<file path="config.mk">
export PLATFORM = sky130hd
export DESIGN_NAME = sitl_ram
export DESIGN_NICKNAME = d
export VERILOG_FILES = /design/src/hw/rtl/sitl_ram.sv
export SDC_FILE = /design/constraint.sdc
export NUM_CORES = 1
export LEC_CHECK = 0
export ABC_AREA = 1
export BUFFER_PORTS_ARGS = -buffer_cell sky130_fd_sc_hd__buf_2
export CORE_ASPECT_RATIO = 2
export CORE_MARGIN = 4
export CORE_UTILIZATION = 56
export CTS_CLUSTER_DIAMETER = 100
export CTS_CLUSTER_SIZE = 16
export DETAILED_ROUTE_END_ITERATION = 8
export HOLD_SLACK_MARGIN = 0.03
export PLACE_DENSITY = 0.84
export SLEW_MARGIN = 20
export SYNTH_ARGS = -nofsm -noshare
export SYNTH_HDL_FRONTEND = slang
export SYNTH_SLANG_ARGS = --single-unit
</file>
<file path="constraint.sdc">
create_clock -name clk -period 2.4 [get_ports clk]
set_input_delay 0.24 -clock clk [delete_from_list [all_inputs] [get_ports clk]]
set_output_delay 0.24 -clock clk [all_outputs]
set_load 0.05 [all_outputs]
</file>
<file path="src/hw/rtl/sitl_ram.sv">
// Generic single-port-write, registered-read RAM.
module sitl_ram #(
  parameter int WIDTH = 32,
  parameter int DEPTH = 16
) (
  input  logic                     clk,
  input  logic                     we,
  input  logic [$clog2(DEPTH)-1:0] waddr,
  input  logic [WIDTH-1:0]         wdata,
  input  logic                     re,
  input  logic [$clog2(DEPTH)-1:0] raddr,
  output logic [WIDTH-1:0]         rdata
);

  logic [WIDTH-1:0] mem [DEPTH];

  always_ff @(posedge clk) begin
    if (we) begin
      mem[waddr] <= wdata;
    end
    if (re) begin
      rdata <= mem[raddr];
    end
  end

endmodule

</file>
# == Word level (Yosys, flattened, before mapping) ==
# Memories as Yosys holds them, arrays and structs flattened. A register that Yosys moved wholly into a read port is not among the register bits.
# Index checks and enable logic that the tools add are counted.
# totals
ff_bits,0
mem_bits_rw,512
output_inout_bits,32
memories,1
# memory_table
memory,depth,word_bits,rd,rd_ports_with_merged_regs,write_ports,line_no,rtl
mem,16,32,1,1,1,15,logic [WIDTH-1:0] mem [DEPTH];
# classes
muxes,2
# op_table
cell,count
1-bit 2-to-1 mux,2

# == Longest topological paths before layout ==
# depth
ltp_word,2
depth_mapped,10
depth_no_buf,7

# == Least setup slack after synthesis ==
# No wires, ideal clock.
# synth_timing
kind,input-to-reg
from,input waddr[2]
to,"memory mem[10][0], enable pin"
setup_ps,421
arrival_ps,1812
path_slack_ps,167
cell_stages,2
path_cell_list,nand3b_1 -> nor2_1
# synth_lines
item,line_no,rtl
"start, declared",8,"input logic [$clog2(DEPTH)-1:0] waddr,"
"end, declared",15,
# Straight into the memory's write port.

# == Worst setup path in the final report ==
# layout_timing
from,register rdata[6] (read register of mem)
to,output rdata[6]
# layout_lines
item,line_no,rtl
"start, declared",12,output logic [WIDTH-1:0] rdata
# No word-level cell between the ends.

==> results.md <==
* Vias in the first global route at 15,800
* Commonest non-fill, non-tap cell in the layout: nand2_1
* Synth Register Bits at 544
* Power Density at 727 nW/um^2
* Port buffer count at 74
* DRC viols at 0
* TritonRoute pass-1 iters at 6
* Routed Antenna Nets at 0
* CORE AREA at 40,500 um^2
* Crit path max fanout at 1
* Clock tree sinks at 544
* Sum Neg Setup Slack at 0 ns
* Wire per inst at about 22 um
* Via-per-instance ratio at approximately 5.8
* Busiest grt layer: met2
* Hpwl dp at about 35 mm
* H-tree levels at 2
* Startpoint types: flip-flop
* Critical path arrival at 1.40 ns
* Slowest cell on crit path: edfxtp_1
* Syn Area/Cell at 10.9 um^2
* HP Class: input port to flip-flop
* Max Clk Rate at 0.610 GHz
* CP Cell Sequence: buf_2
* Met3 Track Usage GR at about 4.6%
* Congestion Overflow GR at 0
* Worst-path clk slew at 0.08 ns
* Nets at 2,211
* Final setup viols at 0
* Hold-fix buffers, CTS at 0
* Synth warn at 0
* Peak VDD IR at 0.509 mV
* Gate Count Post-Synth at 2,120
* Row count at 104
* Sequential area share after synthesis at 70.9%
* Final Critical Period at 1.64 ns
* Total GRT Usage at between 20% and 30%
* Critical path's largest stage delay at ~0.52 ns
* RSZ-0062 raised after global routing: no
* Via count at 15,700
* Netlist cell types at 14
* TritonCTS clock tree: done
* Slew headroom at about three fifths
* Die Y at around 290 um
* Post-Syn Nets at between 2,000 and 2,500
* Initial antenna violation count at 1
* Clock root buffer: clkbuf_16
* Worst-Margin Slew at 0.623 ns
* Met1 Use GR at 32.2%
* Post-Syn Area at 23,100 um^2
* Fill cell count at approximately 2,900
* Area of the multi-input gates at 4670 um^2
* Fin crit share at 68.3%
* Max_cap viols at 0
* GP Congestion at between 0.9 and 1
* Met2 Use GR at around 44%
* TritonCTS buffer count at 39
* Die X at roughly 150 um
* Number of I/O pins at 75
* Post-CTS sizing at 0
* First-pass GRT wire length at approximately 90 mm
* Utilization after layout at 61.9%
* Number of buffers and inverters on the critical path at 1
* Area grow syn2layout at 8.64%
* Register area at 16,300 um^2
* Final hold vios at 0
* Starting Density at 57.0%
* Die ar. at 44,700 um^2
* Post-CTS setup buffer count at 0
* Critical setup path kind: flip-flop to output port
* Outcome: finished clean
* Layout cell share with drive strength beyond 1 at 7.93%
* Critical path endpoint category: output port
* Initial DRC Count at 2,008
* Total Wirelength at about 59 mm
* Static Leak at 10.6 nW
* CTS max path bufs at 3
* Clock Latency Late Sink at between 0.5 and 0.6 ns
* Max Transition Viols Final at 0
* Max Clock Skew at 0.0180 ns
* Largest net degree at the start of global routing at 93
* CP delay by family, top: flip-flops
* Most frequent cells in the layout: nand2_1, edfxtp_1, inv_1, nand3_1, buf_2
* CP required at 2.16 ns
-- Yosys cell counts --
master | instances | area (um^2)
edfxtp_1 | 544 | 16300
buf_4 | 6 | 45.0
buf_12 | 1 | 20.0
nand3b_1 | 2 | 15.0
nor2_1 | 17 | 63.8
inv_4 | 1 | 6.26
buf_1 | 14 | 52.6
inv_1 | 388 | 1460
buf_2 | 41 | 205
nand3_1 | 385 | 1930
buf_6 | 29 | 327
inv_2 | 1 | 3.75
clkbuf_1 | 14 | 52.6
nand2_1 | 677 | 2540
-- stage by stage --
stage	cell area, um^2	total power [W]	std cells	worst slack [ns]	hold slack [ns]
floorplan	23100	0.0118	2120	0.167	0.339
global placement	24000	0.0124	2657	0.464	0.629
detailed placement	24000	0.0124	2657	0.498	0.641
CTS	25000	0.0182	2698	0.764	0.0580
global route	25000	0.0187	2698	0.756	0.0838
finish	25000	0.0182	2699	0.761	0.0785
-- layer usage --
| metal | wire length [um] | vias to the layer above |
|---|---|---|
| met5 | 0 | - |
| met4 | 4290 | 0 |
| met3 | 6660 | 281 |
| met2 | 29200 | 1123 |
| met1 | 19000 | 7341 |
| li1 | - | 6922 |
-- flip-flops by register name, indices dropped and copies added, names as in the netlist --
| name | count |
|---|---|
| mem | 512 |
| rdata | 32 |
-- layout make-up --
cell class | count | share of cell area (%)
Timing Repair Buffer | 112 | 3.50
Sequential cell | 544 | 65.2
Multi-Input combinational cell | 1081 | 18.6
Tap cell | 530 | 2.65
Clock buffer | 41 | 4.10
Antenna cell | 1 | 0.00999
Inverter | 390 | 5.88
-- logic make-up after synthesis --
family	share of synthesized area [%]
DFF	70.9
and+or+nand+nor	19.7
buffers and inverters	9.41
-- power breakdown --
| part | internal (W) | switching [W] |
|---|---|---|
| clock network | 0.00301 | 0.00297 |
| registers | 0.0107 | 0.0000741 |
| logic | 0.000344 | 0.00112 |
-- final timing paths --
check                           slack [ns]                   from                   end  depth (start not counted)
worst max register to register        1.10  mem[13][31]$_DFFE_PP_   rdata[31]$_DFFE_PP_                          6
worst max-delay path                  0.76     rdata[6]$_DFFE_PP_              rdata[6]                          1
worst min-delay path                  0.08              wdata[28]  mem[6][28]$_DFFE_PP_                          1
worst min register to register        0.75   mem[10][9]$_DFFE_PP_    rdata[9]$_DFFE_PP_                          6
No activity file was read; power rests on OpenSTA's default activity.
