===== src/hw/rtl/sitl_pkg.sv =====
// Shared constants and types for the surface index table.
package sitl_pkg;

  localparam int MAX_ENTRIES = 16;
  localparam int IDX_W       = $clog2(MAX_ENTRIES);
  localparam int CNT_W       = $clog2(MAX_ENTRIES + 1);
  localparam int ID_W        = 32;
  localparam int OP_W        = 3;

  localparam logic [ID_W-1:0] INVALID_ID = '1;

  typedef enum logic [OP_W-1:0] {
    OP_CLEAR     = 3'd0,
    OP_REGISTER  = 3'd1,
    OP_UNREG     = 3'd2,
    OP_SET_CUR   = 3'd3,
    OP_SET_RECON = 3'd4,
    OP_FIND_IDX  = 3'd5,
    OP_FIND_SURF = 3'd6,
    OP_NONE      = 3'd7
  } op_t;

  // Commands into the recency list
  typedef struct packed {
    logic             clr;
    logic             rm;
    logic             ins;
    logic [IDX_W-1:0] idx;
  } rcy_cmd_t;

  // Recency list status back to the controller
  typedef struct packed {
    logic [CNT_W-1:0] len;
    logic [IDX_W-1:0] victim;
  } rcy_stat_t;

endpackage


===== src/hw/rtl/sitl_recency.sv =====
// Recency list: most recent at position 0, remove and insert-at-front.
module sitl_recency import sitl_pkg::*; (
  input  logic      clk,
  input  logic      rst_n,
  input  rcy_cmd_t  cmd,
  output rcy_stat_t stat
);

  logic [IDX_W-1:0] list_r [MAX_ENTRIES];
  logic [CNT_W-1:0] len_r;
  logic [CNT_W-1:0] len_nxt;
  logic [IDX_W-1:0] pos;
  logic             pos_hit;
  logic [CNT_W-1:0] ins_len;
  logic [CNT_W-1:0] len_m1;

  // First position within the list that holds the index
  always_comb begin
    pos     = '0;
    pos_hit = 1'b0;
    for (int i = 0; i < MAX_ENTRIES; i++) begin
      if (!pos_hit && CNT_W'(i) < len_r && list_r[i] == cmd.idx) begin
        pos     = IDX_W'(i);
        pos_hit = 1'b1;
      end
    end
  end

  assign ins_len = (len_r >= CNT_W'(MAX_ENTRIES)) ? CNT_W'(MAX_ENTRIES - 1) : len_r;
  assign len_m1  = len_r - CNT_W'(1);

  always_comb begin
    len_nxt = len_r;
    if (cmd.clr) begin
      len_nxt = '0;
    end else if (cmd.rm && pos_hit) begin
      len_nxt = len_r - CNT_W'(1);
    end else if (cmd.ins) begin
      len_nxt = ins_len + CNT_W'(1);
    end
  end

  always_ff @(posedge clk) begin
    if (!rst_n) begin
      len_r <= '0;
    end else begin
      len_r <= len_nxt;
    end
  end

  // List contents: shift left on remove, shift right on insert
  always_ff @(posedge clk) begin
    if (!cmd.clr && cmd.rm && pos_hit) begin
      for (int j = 0; j < MAX_ENTRIES - 1; j++) begin
        if (IDX_W'(j) >= pos) begin
          list_r[j] <= list_r[j+1];
        end
      end
    end else if (!cmd.clr && cmd.ins) begin
      for (int j = 1; j < MAX_ENTRIES; j++) begin
        if (CNT_W'(j) <= ins_len) begin
          list_r[j] <= list_r[j-1];
        end
      end
      list_r[0] <= cmd.idx;
    end
  end

  assign stat.len    = len_r;
  assign stat.victim = list_r[len_m1[IDX_W-1:0]];

endmodule


===== config.mk =====
export PLATFORM = sky130hd
export DESIGN_NAME = sitl_recency
export DESIGN_NICKNAME = d
export VERILOG_FILES = /design/src/hw/rtl/sitl_pkg.sv /design/src/hw/rtl/sitl_recency.sv
export SDC_FILE = /design/constraint.sdc
export NUM_CORES = 1
export LEC_CHECK = 0
export BUFFER_PORTS_ARGS = -buffer_cell sky130_fd_sc_hd__buf_2
export CORE_UTILIZATION = 65
export CTS_BUF_LIST = sky130_fd_sc_hd__clkbuf_2 sky130_fd_sc_hd__clkbuf_4 sky130_fd_sc_hd__clkbuf_8
export DETAILED_ROUTE_END_ITERATION = 8
export GPL_TIMING_DRIVEN = 0
export PLACE_DENSITY = 0.83
export SETUP_SLACK_MARGIN = 0.15
export SYNTH_ARGS = -nofsm -noshare
export SYNTH_HDL_FRONTEND = slang
export SYNTH_SLANG_ARGS = --single-unit

===== constraint.sdc =====
create_clock -name clk -period 4.48 [get_ports clk]
set_input_delay 0.896 -clock clk [delete_from_list [all_inputs] [get_ports clk]]
set_output_delay 0.896 -clock clk [all_outputs]
set_load 0.01 [all_outputs]

# == Word level (Yosys, flattened, before mapping) ==
# Memory sizes are Yosys's and may differ from the RTL's.
# Index checks and enable logic that the tools add are counted.
# totals
ram_bits,64
elab_cells,293
rom_bits,0
latchBits,0
ff_bits,5
out_inout_bits,9
memories,1
inputBits,9
# classes
muxes,157
magnitude_cmp,47
n_reduce_logical,53
multipliers,0
bitwise_logic,16
n_addsub,2
n_div,0
n_eq_ne,16
shift,0
# memory_table
memory,words,word_bits,rd,rd_ports_with_merged_regs,wr,line_no,rtl
list_r,16,4,17,0,16,sitl_recency.sv:9,logic [IDX_W-1:0] list_r [MAX_ENTRIES];
# op_table
cell,n
$mux 1,125
$mux 4,29
$eq 4x4->1,16
$le 4x5->1 const A,8
$lt 4x5->1 const A,8
$logic_and 1x1->1,35
$ge 4x4->1 const A,7
$le 3x5->1 const A,4
$lt 3x5->1 const A,4
$ge 3x4->1 const A,4
$logic_not 1->1,16
$mux 5,3
$or 1x1->1,15
$le 2x5->1 const A,2
$lt 1x5->1 const A,2
$lt 2x5->1 const A,2
$ge 1x4->1 const A,2
$ge 2x4->1 const A,2
$add 5x1->5 const B,1
$ge 5x5->1 const B,1
$le 1x5->1 const A,1
$sub 5x1->5 const B,1
$reduce_bool 2->1,1
$reduce_or 2->1,1
$not 1->1,1

# == Longest topological paths before layout ==
# An unclocked memory read counts as a cell.
# logic_depth
word_depth,69
mapped_depth,12
depth_no_buf,10

# == Least setup slack after synthesis ==
# Ideal clock, no wire load.
# synth_path
path_type,input -> register
from,in cmd[3] (netlist name)
to,"mem list_r[11][0] (netlist name), enable pin"
path_buffers,4
setup_time_ps,361
setup_slack_ps,852
arrival_time_ps,3266
required_time_ps,4119
cell_stages,11
path_cell_list,buf_4 -> xor2_1 -> a211oi_1 -> and2_1 -> or4_1 -> buf_2 -> o41ai_4 -> nand2_2 -> buf_6 -> clkbuf_1 -> o21ai_0
# synth_lines
item,line_no,rtl
"start, declared",sitl_recency.sv:5,"input rcy_cmd_t cmd,"
"end, declared",sitl_recency.sv:9,

==> metrics <==
status completed; largest net degree at the start of global routing 13; clock transition at the registers of the reported paths 80 ps; number of cells produced by synthesis 418; FF+latch count, synth 69; final worst setup slack 290 ps; routability cong. 0.958; CP peak stage delay 520 ps; crit path launch type flip-flop; most common cell in the netlist edfxtp_1; dpl cell area 5110 um2; initial drt markers 346; max-slew violation count 0; drt total wl 12900 um; most used cell along the critical path mux4_2; largest area contributor in the netlist edfxtp_1; clock tree buffer depth 2; peak supply drop 0.000147 V; CP arrival 3290 ps; RSZ-0062 raised after global routing no; worst hold path depth 0; asr flop ratio synth 0%; CP Depth 7; CP Max Fanout 10; Port-buffer cells 13; register area share after synthesis 41.1%; Cells after DPL 530; Crit path buffers/inverters 4; hold path start list_r[14][0]$_DFFE_PP_; syn_area_per_cell 11.8 um2; Worst-Margin Slew 809 ps; vias in the first global route 3711; Site Rows 31; WP data required 3580 ps; Max H-tree Level 3; clk_lat worst skew 360 ps; Initial Utilization 67.5%; max-cap violation count 0; final std cells w/o fill 546; total CTS buffers 9; clock sinks 69; IO Pins 18; Setup WS pre-CTS 135 ps; share of layout cells above drive strength 1 30.4%; Syn Nets 432; synth cell count leaders 64 x edfxtp_1, 56 x mux2_2, 37 x xor2_1, 30 x xnor2_1, 29 x nor2_1; global route overflow 0; storage element area 2020 um2; Vias 3706; Die X 89.0 um; CTS tree yes; Setup TNS Final 0 ps; FF-to-FF path depth 11; Post-layout nets 456; Hold Crit Class reg -> reg; mapped cell area 4920 um2; prevailing post-synth register cell edfxtp_1; Post-synth EDFFs 64; post-DP HPWL 9530 um; die height 89.0 um; hold slack final 556 ps; Crit. End Element primary output; share of the synthesized area in the top cell type 39.0%; clk root buf clkbuf_8; unique cell type count in the Yosys netlist 52; CP Cell Sequence inv_1 > ha_1 > buf_1 > clkbuf_2 > mux4_2 > mux4_2 > buf_2; WL/cell 23.6 um; Residual DRC 0; pwr dens 270 nW/um2; Fin. Hold Viols 0; Pleak 1.86 nW; drt via density 6.79; first-pass GRT wire length 19900 um; Total Routing Usage GR 35.2%; Layout fillers 547; die area 7920 um2; final setup violation count 0; Post-CTS Hold Buffers 0; CP startpoint len_r[1]$_SDFFE_PP0P_; drt first pass iters 6; top post-synthesis cells by area edfxtp_1 39%, mux2_2 13%, mux4_2 9.2%; delay-heaviest family, CP buffers and inverters; Area growth, synth to finish 8.26%; initial antenna violation count 0; design area 5330 um2; crit path kind reg -> out; Fmax achieved 239 MHz; Clock Skews 9.61 ps; Antenna Violating Nets Remaining 0; Yosys warnings 0; number of diodes 0; minimum clock period 4190 ps; RR Startpoint len_r[4]$_SDFFE_PP0P_; Tcrit/Tclk final 93.5%; CP max-delay cell dfxtp_1; area of the multi-input gates 2730 um2; Max transition margin 45.7%; total core area 7290 um2
stage by stage:
step | power (W) | utilization [%]
2_1_floorplan | 0.000844 | -
3_3_place_gp | 0.000885 | 70.1
3_5_place_dp | 0.000890 | 70.1
4_1_cts | 0.00144 | 73.1
5_1_grt | 0.00148 | 73.1
6_report | 0.00144 | 73.1
sequential cells by signal, summed over array words and instances, names as in the netlist:
name,cells
len_r,5
list_r,64
cells in the final DEF, fill, tap and decap left out, drive strengths merged, types with 5 or more instances in the layout:
cell type,instances
edfxtp,64
mux2,60
xor2,37
xnor2,30
nor2,29
buf,29
mux4,20
clkbuf,20
a21oi,18
nand2,16
nand4,8
o21ai,8
inv,7
nor4,7
or3,7
nand3,7
or2,7
nand2b,6
o21bai,5
o211ai,5
ha,5
dfxtp,5
worst reg2reg max path: stages (launching register included):
cell      delay, ps
dfxtp_1         350
buf_2           200
or2_2           350
inv_1           110
nand3_1         140
a22oi_1         290
nand2b_1        270
o41ai_4         590
nand2_2         110
buf_6           160
clkbuf_1        310
o21ai_0         690
layer usage:
layer | vias up | wire, um | track usage, %
met5 | - | 0 | 0
met1 | 1788 | 4900 | 42.7
met4 | 0 | 641 | 20.3
li1 | 1615 | - | -
met3 | 64 | 1270 | 9.51
met2 | 239 | 6070 | 57.1
layout make-up:
class | count | area share, %
Multi-Input combinational cell | 315 | 51.3
Sequential cell | 69 | 37.9
Buffer | 27 | 2.75
Clock buffer | 9 | 2.32
Tap cell | 99 | 2.32
Clock inverter | 7 | 1.69
Timing Repair Buffer | 13 | 1.22
Inverter | 7 | 0.493
report_power, final:
group	switching [W]	total, W	leakage [nW]	internal [W]
combinational	0.0000947	0.000168	1.13	0.0000735
sequential	0.00000917	0.000713	0.618	0.000704
clock	0.000248	0.000558	0.107	0.000310
repair_timing:
action                     4_1_cts  5_1_grt
setup buffers                    0        0
pin swaps                        0        0
resized for setup                2        2
gates cloned                     0        0
setup endpoints to repair        4        3
final timing paths:
kind	slack (ps)	endpoint
hold / removal	560	list_r[15][0]$_DFFE_PP_
hold reg to reg	560	list_r[15][0]$_DFFE_PP_
setup reg to reg	560	list_r[11][3]$_DFFE_PP_
setup / recovery	290	stat[2]
cell families after synthesis:
| kind of cell | after synthesis | share of synthesized area, % |
|---|---|---|
| buf+inv | 34 | 3.43 |
| mux | 81 | 23.4 |
| compound gates | 60 | 8.36 |
| xor+xnor | 67 | 11.9 |
| simple gates | 102 | 10.5 |
| fa+ha+maj | 5 | 1.27 |
| flops | 69 | 41.1 |
No activity file was read; power rests on OpenSTA's default activity.
